File: src/rtl/smset_pkg.sv
// Shared constants, codes and types of the sorted marker set.
package smset_pkg;

  localparam int DEPTH     = 64;
  localparam int TIME_BITS = 32;
  localparam int IDX_BITS  = $clog2(DEPTH);
  localparam int CNT_BITS  = $clog2(DEPTH + 1);
  localparam int FUNC_BITS = 3;
  localparam int STAT_BITS = 2;
  localparam int DATA_W    = ((TIME_BITS + CNT_BITS + 7) / 8) * 8;
  localparam int PAD_BITS  = DATA_W - TIME_BITS - CNT_BITS;

  localparam logic [FUNC_BITS-1:0] FN_INSERT = 3'd0;
  localparam logic [FUNC_BITS-1:0] FN_DELETE = 3'd1;
  localparam logic [FUNC_BITS-1:0] FN_EXACT  = 3'd2;
  localparam logic [FUNC_BITS-1:0] FN_PREV   = 3'd3;
  localparam logic [FUNC_BITS-1:0] FN_NEXT   = 3'd4;

  localparam logic [STAT_BITS-1:0] STAT_OK   = 2'd0;
  localparam logic [STAT_BITS-1:0] STAT_DUP  = 2'd1;
  localparam logic [STAT_BITS-1:0] STAT_FULL = 2'd2;
  localparam logic [STAT_BITS-1:0] STAT_NONE = 2'd3;

  typedef enum logic [2:0] {
    ST_IDLE,
    ST_SCAN,
    ST_DECIDE,
    ST_SHIFT_UP,
    ST_PUT,
    ST_SHIFT_DN,
    ST_FINISH
  } state_t;

endpackage

File: src/rtl/smset_ram.sv
// Generic single-port-write, single-port-read RAM with registered read data.
module smset_ram #(
  parameter int WIDTH = 32,
  parameter int DEPTH = 64
) (
  input  logic                     clk,
  input  logic                     we,
  input  logic [$clog2(DEPTH)-1:0] waddr,
  input  logic [WIDTH-1:0]         wdata,
  input  logic [$clog2(DEPTH)-1:0] raddr,
  output logic [WIDTH-1:0]         rdata
);

  logic [WIDTH-1:0] mem [DEPTH];

  always_ff @(posedge clk) begin
    if (we) begin
      mem[waddr] <= wdata;
    end
    rdata <= mem[raddr];
  end

endmodule

File: src/rtl/sorted_marker_set_top.sv
// Top level of the sorted marker set: control sequencer, marker RAM and output register.
//
//   channel  | direction | handshake          | payload
//   ---------+-----------+--------------------+--------------------------------------------
//   s_*      | in        | s_tvalid/s_tready  | tdata: query_time; tuser: func
//   m_*      | out       | m_tvalid/m_tready  | tdata: result_time, marker_total; tuser: status
//   cfg_*    | in        | cfg_we             | cfg_wdata: clip_duration
//
// One word is worked on at a time. A word walks the marker RAM linearly, one entry
// per cycle through its single read port, until the first marker not below the query;
// an insert or delete then moves the tail of the list one entry per cycle, reading one
// address and writing the neighboring one. Reset empties the set at once through the
// marker count; the RAM needs no clearing. A stalled result waits in the output
// register while the next input word is already taken.
module sorted_marker_set_top (
  input  logic                                  clk,
  input  logic                                  rst,
  input  logic                                  cfg_we,
  input  logic [smset_pkg::TIME_BITS-1:0]       cfg_wdata,
  input  logic                                  s_tvalid,
  output logic                                  s_tready,
  input  logic [smset_pkg::TIME_BITS-1:0]       s_tdata,   // [31:0] query_time
  input  logic [smset_pkg::FUNC_BITS-1:0]       s_tuser,   // [2:0] func
  output logic                                  m_tvalid,
  input  logic                                  m_tready,
  output logic [smset_pkg::DATA_W-1:0]          m_tdata,   // [31:0] result_time,
                                                           // [38:32] marker_total, [39] zero
  output logic [smset_pkg::STAT_BITS-1:0]       m_tuser    // [1:0] status
);

  localparam int TB = smset_pkg::TIME_BITS;
  localparam int IB = smset_pkg::IDX_BITS;
  localparam int CB = smset_pkg::CNT_BITS;
  localparam int SB = smset_pkg::STAT_BITS;

  // Control registers.
  smset_pkg::state_t state, state_next;
  logic [CB-1:0] count, count_next;
  logic [TB-1:0] clip, clip_next;
  logic          rd_valid, rd_valid_next;
  logic          issue_en, issue_en_next;
  logic          m_tvalid_next;

  // Payload registers.
  logic [smset_pkg::FUNC_BITS-1:0] func, func_next;
  logic [TB-1:0] qtime, qtime_next;
  logic [CB-1:0] idx, idx_next;
  logic [IB-1:0] rd_idx, rd_idx_next;
  logic [CB-1:0] pos, pos_next;
  logic [TB-1:0] prev_val, prev_val_next;
  logic          have_prev, have_prev_next;
  logic [TB-1:0] cur_val, cur_val_next;
  logic          found, found_next;
  logic          present, present_next;
  logic [TB-1:0] res_time, res_time_next;
  logic [SB-1:0] res_status, res_status_next;
  logic [CB-1:0] res_count, res_count_next;
  logic [smset_pkg::DATA_W-1:0] m_tdata_next;
  logic [SB-1:0] m_tuser_next;

  // RAM port.
  logic          ram_we;
  logic [IB-1:0] ram_waddr;
  logic [TB-1:0] ram_wdata;
  logic [IB-1:0] ram_raddr;
  logic [TB-1:0] rdata;

  smset_ram #(
    .WIDTH (TB),
    .DEPTH (smset_pkg::DEPTH)
  ) u_ram (
    .clk   (clk),
    .we    (ram_we),
    .waddr (ram_waddr),
    .wdata (ram_wdata),
    .raddr (ram_raddr),
    .rdata (rdata)
  );

  logic accept;
  logic scan_issue;
  logic hit;
  logic out_free;
  logic ins_ok;
  logic del_ok;
  logic ins_at_end;
  logic del_at_end;

  assign s_tready   = (state == smset_pkg::ST_IDLE);
  assign accept     = s_tvalid && s_tready;
  assign scan_issue = (idx < count);
  // The first returned marker that is not below the query ends the walk.
  assign hit        = rd_valid && (rdata >= qtime);
  assign out_free   = !m_tvalid || m_tready;
  assign ins_ok     = (func == smset_pkg::FN_INSERT) && !present &&
                      (count != CB'(smset_pkg::DEPTH));
  assign del_ok     = (func == smset_pkg::FN_DELETE) && present;
  assign ins_at_end = (pos == count);
  assign del_at_end = ((pos + CB'(1)) == count);

  // Next state.
  always_comb begin
    state_next = state;
    unique case (state)
      smset_pkg::ST_IDLE: begin
        if (accept) begin
          state_next = smset_pkg::ST_SCAN;
        end
      end
      smset_pkg::ST_SCAN: begin
        if (hit || (!rd_valid && !scan_issue)) begin
          state_next = smset_pkg::ST_DECIDE;
        end
      end
      smset_pkg::ST_DECIDE: begin
        if (ins_ok) begin
          state_next = ins_at_end ? smset_pkg::ST_PUT : smset_pkg::ST_SHIFT_UP;
        end else if (del_ok && !del_at_end) begin
          state_next = smset_pkg::ST_SHIFT_DN;
        end else begin
          state_next = smset_pkg::ST_FINISH;
        end
      end
      smset_pkg::ST_SHIFT_UP: begin
        if (!issue_en && !rd_valid) begin
          state_next = smset_pkg::ST_PUT;
        end
      end
      smset_pkg::ST_PUT: begin
        state_next = smset_pkg::ST_FINISH;
      end
      smset_pkg::ST_SHIFT_DN: begin
        if (!issue_en && !rd_valid) begin
          state_next = smset_pkg::ST_FINISH;
        end
      end
      smset_pkg::ST_FINISH: begin
        if (out_free) begin
          state_next = smset_pkg::ST_IDLE;
        end
      end
      default: state_next = smset_pkg::ST_IDLE;
    endcase
  end

  // Datapath and RAM control.
  always_comb begin
    count_next      = count;
    clip_next       = cfg_we ? cfg_wdata : clip;
    rd_valid_next   = 1'b0;
    issue_en_next   = issue_en;
    m_tvalid_next   = m_tvalid && !m_tready;
    func_next       = func;
    qtime_next      = qtime;
    idx_next        = idx;
    rd_idx_next     = rd_idx;
    pos_next        = pos;
    prev_val_next   = prev_val;
    have_prev_next  = have_prev;
    cur_val_next    = cur_val;
    found_next      = found;
    present_next    = present;
    res_time_next   = res_time;
    res_status_next = res_status;
    res_count_next  = res_count;
    m_tdata_next    = m_tdata;
    m_tuser_next    = m_tuser;
    ram_we          = 1'b0;
    ram_waddr       = rd_idx;
    ram_wdata       = rdata;
    ram_raddr       = idx[IB-1:0];

    unique case (state)
      smset_pkg::ST_IDLE: begin
        if (accept) begin
          func_next      = s_tuser;
          qtime_next     = s_tdata;
          idx_next       = '0;
          have_prev_next = 1'b0;
          found_next     = 1'b0;
          present_next   = 1'b0;
        end
      end
      smset_pkg::ST_SCAN: begin
        // Reads stay one address ahead, so on a hit the read in flight is pos + 1.
        rd_valid_next = scan_issue;
        rd_idx_next   = idx[IB-1:0];
        if (scan_issue) begin
          idx_next = idx + CB'(1);
        end
        if (hit) begin
          found_next   = 1'b1;
          pos_next     = CB'(rd_idx);
          present_next = (rdata == qtime);
          cur_val_next = rdata;
        end else if (rd_valid) begin
          prev_val_next  = rdata;
          have_prev_next = 1'b1;
        end else if (!scan_issue) begin
          pos_next = count;
        end
      end
      smset_pkg::ST_DECIDE: begin
        res_time_next   = qtime;
        res_status_next = smset_pkg::STAT_OK;
        res_count_next  = count;
        case (func)
          smset_pkg::FN_INSERT: begin
            if (present) begin
              res_status_next = smset_pkg::STAT_DUP;
            end else if (count == CB'(smset_pkg::DEPTH)) begin
              res_status_next = smset_pkg::STAT_FULL;
            end else begin
              res_count_next = count + CB'(1);
              idx_next       = count - CB'(1);
              issue_en_next  = !ins_at_end;
            end
          end
          smset_pkg::FN_DELETE: begin
            if (present) begin
              res_count_next = count - CB'(1);
              idx_next       = pos + CB'(1);
              issue_en_next  = !del_at_end;
            end else begin
              res_status_next = smset_pkg::STAT_NONE;
            end
          end
          smset_pkg::FN_EXACT: begin
            if (!present) begin
              res_time_next   = '0;
              res_status_next = smset_pkg::STAT_NONE;
            end
          end
          smset_pkg::FN_PREV: begin
            if (have_prev) begin
              res_time_next = prev_val;
            end else begin
              res_time_next   = '0;
              res_status_next = smset_pkg::STAT_NONE;
            end
          end
          smset_pkg::FN_NEXT: begin
            // On an exact match the successor is the word read just behind the hit.
            if (present ? rd_valid : found) begin
              res_time_next = present ? rdata : cur_val;
            end else begin
              res_time_next   = clip;
              res_status_next = smset_pkg::STAT_NONE;
            end
          end
          default: begin
            res_status_next = smset_pkg::STAT_NONE;
          end
        endcase
      end
      smset_pkg::ST_SHIFT_UP: begin
        // Walk down from the last entry; each word lands one address higher.
        if (issue_en) begin
          rd_valid_next = 1'b1;
          rd_idx_next   = idx[IB-1:0];
          if (idx == pos) begin
            issue_en_next = 1'b0;
          end else begin
            idx_next = idx - CB'(1);
          end
        end
        if (rd_valid) begin
          ram_we    = 1'b1;
          ram_waddr = rd_idx + IB'(1);
          ram_wdata = rdata;
        end
      end
      smset_pkg::ST_PUT: begin
        ram_we    = 1'b1;
        ram_waddr = pos[IB-1:0];
        ram_wdata = qtime;
      end
      smset_pkg::ST_SHIFT_DN: begin
        // Walk up from the entry after the match; each word lands one address lower.
        if (issue_en) begin
          rd_valid_next = 1'b1;
          rd_idx_next   = idx[IB-1:0];
          if (idx == (count - CB'(1))) begin
            issue_en_next = 1'b0;
          end else begin
            idx_next = idx + CB'(1);
          end
        end
        if (rd_valid) begin
          ram_we    = 1'b1;
          ram_waddr = rd_idx - IB'(1);
          ram_wdata = rdata;
        end
      end
      smset_pkg::ST_FINISH: begin
        if (out_free) begin
          m_tvalid_next = 1'b1;
          m_tdata_next  = {{smset_pkg::PAD_BITS{1'b0}}, res_count, res_time};
          m_tuser_next  = res_status;
          count_next    = res_count;
        end
      end
      default: begin
      end
    endcase
  end

  always_ff @(posedge clk) begin
    if (rst) begin
      state    <= smset_pkg::ST_IDLE;
      count    <= '0;
      clip     <= '0;
      rd_valid <= 1'b0;
      issue_en <= 1'b0;
      m_tvalid <= 1'b0;
    end else begin
      state    <= state_next;
      count    <= count_next;
      clip     <= clip_next;
      rd_valid <= rd_valid_next;
      issue_en <= issue_en_next;
      m_tvalid <= m_tvalid_next;
    end
  end

  always_ff @(posedge clk) begin
    func       <= func_next;
    qtime      <= qtime_next;
    idx        <= idx_next;
    rd_idx     <= rd_idx_next;
    pos        <= pos_next;
    prev_val   <= prev_val_next;
    have_prev  <= have_prev_next;
    cur_val    <= cur_val_next;
    found      <= found_next;
    present    <= present_next;
    res_time   <= res_time_next;
    res_status <= res_status_next;
    res_count  <= res_count_next;
    m_tdata    <= m_tdata_next;
    m_tuser    <= m_tuser_next;
  end

endmodule

File: config.mk
export PLATFORM = sky130hd
export DESIGN_NAME = sorted_marker_set_top
export DESIGN_NICKNAME = d
export VERILOG_FILES = /design/src/rtl/smset_pkg.sv /design/src/rtl/smset_ram.sv /design/src/rtl/sorted_marker_set_top.sv
export SDC_FILE = /design/constraint.sdc
export NUM_CORES = 2
export LEC_CHECK = 0
export ABC_AREA = 1
export BUFFER_PORTS_ARGS = -buffer_cell sky130_fd_sc_hd__buf_2
export CAP_MARGIN = 20
export CORE_MARGIN = 10
export CORE_UTILIZATION = 41
export CTS_BUF_LIST = sky130_fd_sc_hd__clkbuf_4 sky130_fd_sc_hd__clkbuf_8 sky130_fd_sc_hd__clkbuf_16
export CTS_CLUSTER_SIZE = 10
export DETAILED_ROUTE_END_ITERATION = 7
export PLACE_DENSITY_LB_ADDON = 0.25
export RECOVER_POWER = 50
export SLEW_MARGIN = 25
export SYNTH_ARGS = -nofsm -noshare
export SYNTH_HDL_FRONTEND = slang
export SYNTH_SLANG_ARGS = --single-unit
File: constraint.sdc
create_clock -name clk -period 13.53 [get_ports clk]
set_clock_uncertainty 0.1 [all_clocks]
set_input_delay 2.706 -clock clk [delete_from_list [all_inputs] [get_ports clk]]
set_output_delay 2.706 -clock clk [all_outputs]
set_load 0.005 [all_outputs]
==> metrics.md <==
| Metric | Value |
|---|---|
| Status | finished, violations left |
| Failing checks | max-capacitance violations, max-slew violations |
| Asr flop ratio synth | 0% |
| Setup_tns | 0 ns |
| Max_cap viols | 45 |
| Global-route wire length before repair | between 400 and 500 mm |
| Design Power | about 26 mW |
| Worst Hold Launch | res_time[7] |
| GRT Residual Overflow | 0 |
| Setup Crit Path Kind | reg -> reg |
| Maximum fanout along the worst path | 64 |
| Die W | slightly below 500 um |
| Post_cts resized | 0 |
| Register area share after synthesis | around three quarters |
| Clock network fraction of total power | approximately 27% |
| Most frequent CP cell | clkbuf_1 |
| Post-Place Setup Slack | approximately 8.5 ns |
| Setup crit end kind | flop |
| PortBufs | around 110 |
| Switch share | 38.3% |
| Via count | between 60000 and 70000 |
| VDD IR max | approximately 0.3 mV |
| P_int | 15.8 mW |
| Library cells used by synthesis | slightly below 60 |
| Hold WC Path Type | reg -> reg |
| Most frequent cells after synthesis | edfxtp_1, nor2_1, o21ai_0 |
| Area leader, netlist | edfxtp_1 |
| Largest net degree at the start of global routing | between 200 and 250 |
| Cell types occupying the most area after synthesis | edfxtp_1, o21ai_0, nor2_1, o22ai_1, nand2_1 |
| CTS clk-pin slew, worst paths | 0.05 ns |
| Core Box Area | between 0.2 and 0.25 mm2 |
| Net Sw Power | approximately 9.8 mW |
| Clock Sinks | about 2300 |
| Maximum clock rate | 128 MHz |
| DIE AREA | between 0.2 and 0.25 mm2 |
| Initial Util | between 40% and 50% |
| #FFs+latches synth | between 2000 and 2500 |
| Fin nets | 7522 |
| Total routing usage reported by global routing | between 20% and 30% |
| RePlAce Congestion | 0.831 |
| Clock root buffer | clkbuf_16 |
| Die Ht | 497 um |
| Syn-to-layout area delta | 13.4% |
| Initial DRC count | approximately 7700 |
| Share of power burned in registers | 39.0% |
| Syn Inst Count | 7328 |
| Fin area | roughly 0.11 mm2 |
| Comb power frac | 33.7% |
| Most frequent cell after synthesis | edfxtp_1 |
| Worst Setup SP | state[1] |
| Area post-placement | between 0.09 and 0.1 mm2 |
| Synth top area share | slightly above 70% |
| Vias/cell | around 6 |
| CTS HTree Levels | 5 |
| Cells along the critical path | inv_1 -> nand3_1 -> clkbuf_1 -> nand2_1 -> o21ai_4 -> clkbuf_1 |
| Final period util | 58.0% |
| Fin. Hold Viols | 0 |
| Io pins | roughly 120 |
| Drt first pass iters | 6 |
| Slowest stage delay, CP | 2.66 ns |
| Post-DP HPWL | approximately 150 mm |
| Reg2reg start | state[1] |
| Worst setup SP type | flop |
| DRC | 0 |
| Crit path time final | between 7 and 8 ns |
| Arrival time worst endpoint | 7.86 ns |
| Mapped Avg Cell Area | between 10 and 15 um2 |
| Pleak | between 30 and 40 nW |
| Share of layout cells above drive strength 1 | a little over a tenth |
| CTS buffer count | around 290 |
| WL/cell | ~27 um |
| Crit path required time | approximately 14 ns |
| Synth warn | 0 |
| Finished Core Util | a little under half |
| Clk Latency, worst-skew pair | around 0.93 ns |
| Pwr Density | 242 mW/mm2 |
| Number of global-route vias before repair | 58600 |
| Mapped Nets | between 7000 and 8000 |
| Synth Flop Type | edfxtp_1 |
| Post-DRT Antenna Nets | 0 |
| Drt total wl | about 290 mm |
| Post-Syn Area | approximately 0.093 mm2 |
| Initial antenna violation count | 10 |
| Worst-case clock buffer depth | 4 |
| Pins over their slew limit | 2452 |
| Hold Buf Count CTS | 0 |
| RSZ-0062 raised after global routing | false |
| # setup viols final | 0 |
| Slew Limit Headroom | -165% |
| Post-CTS Setup Bufs | 0 |
| CP max stage cell | clkbuf_1 |
| Final WS setup | between 5 and 6 ns |
| TritonCTS clock tree | yes |
| Row count | between 150 and 200 |
| EDFF count, synth | 2252 |
| Slew @ Worst Pin | approximately 4.0 ns |
[power by group through the flow]
stage / Clock (mW) / Combinational (mW) / Sequential (mW)
6_report: 7.01 / 8.62 / 9.99
4_1_cts: 7.09 / 8.64 / 9.76
2_1_floorplan: 0 / 5.04 / 9.89
5_1_grt: 7.38 / 9.27 / 10.0
3_5_place_dp: 0 / 8.62 / 9.90
3_3_place_gp: 0 / 8.49 / 9.91
[per-stage QoR]
step                      hold WS, ns  cells
after global routing            0.326  10500
after detailed placement        0.305  10100
final                           0.316  10500
after CTS                       0.317  10500
after global placement          0.303  10100
after floorplan                 0.300   7328
[logic make-up after synthesis]
group	count (synthesis)	share of synthesized area, %
adder cells (fa/ha/maj)	51	0.693
flip-flops	2329	74.2
AND/OR/NAND/NOR	2104	9.08
other	1	0.00402
AO/OA/AOI/OAI	2183	12.9
buffers and inverters	636	2.87
XOR/XNOR	24	0.226
[per-layer routing]
layer  global-route usage, %  share of wire [%]  vias to the layer above
met3                    4.71                 10                      574
li1                        -                  -                    27200
met5                       0              0.015                        -
met1                    31.2                 41                    31300
met4                    8.75                4.4                        6
met2                    35.1                 45                     3190
[flip-flops by register name (all words and copies together), names as in the netlist, 3 cells and up]
name	count
qtime	32
count	7
pos	7
state	3
m_tdata	39
prev_val	32
idx	7
func	3
u_ram.rdata	32
cur_val	32
rd_idx	6
res_count	7
u_ram.mem	2048
clip	32
res_time	32
[worst max-delay path: cells and delay by family (launching register included)]
family,cells,cell delay (ns)
AO/OA/AOI/OAI,1,0.16
buffers and inverters,3,4.99
flip-flops,1,0.46
AND/OR/NAND/NOR,2,1.19
[placed cells by master, fill, tap and decap left out, drive strengths merged, types with 2 or more instances in the layout]
cell / Yosys / layout
a211oi: 3 / 3
a21o: 2 / 2
a21oi: 59 / 59
a22oi: 3 / 3
and3: 2 / 2
buf: 168 / 240
clkbuf: 339 / 471
clkinv: 2 / 6
dfxtp: 77 / 77
diode: 0 / 4
edfxtp: 2252 / 2252
ha: 50 / 50
inv: 127 / 132
nand2: 427 / 427
nand3: 144 / 144
nand4: 10 / 10
nor2: 1484 / 1484
nor3: 31 / 31
o2111ai: 4 / 4
o211ai: 73 / 73
o21a: 2 / 2
o21ai: 1419 / 1419
o221ai: 12 / 12
o22ai: 600 / 600
o31ai: 3 / 3
or2: 4 / 4
xnor2: 4 / 4
xor2: 20 / 20
[final cells by class]
| class | count | area (um2) |
|---|---|---|
| fillers | 19800 | 120000 |
| flip-flops and latches | 2329 | 69200 |
| multi-input cells | 4363 | 21900 |
| clock buffers | 422 | 8370 |
| well taps | 2992 | 3740 |
| repair buffers | 289 | 1870 |
| inverters | 129 | 528 |
| clock inverters | 10 | 67.6 |
| diodes | 4 | 10.0 |
[path summary, 6_finish.rpt]
| check | to | slack (ns) | cells past startpoint |
|---|---|---|---|
| worst max register to register | u_ram.mem[42][12] | 5.69 | 6 |
| worst min-delay path | m_tdata[7] | 0.32 | 0 |
| worst min register to register | m_tdata[7] | 0.32 | 0 |
| worst max-delay path | u_ram.mem[42][12] | 5.69 | 6 |
Note: power is estimated with default switching activity, not from simulation.
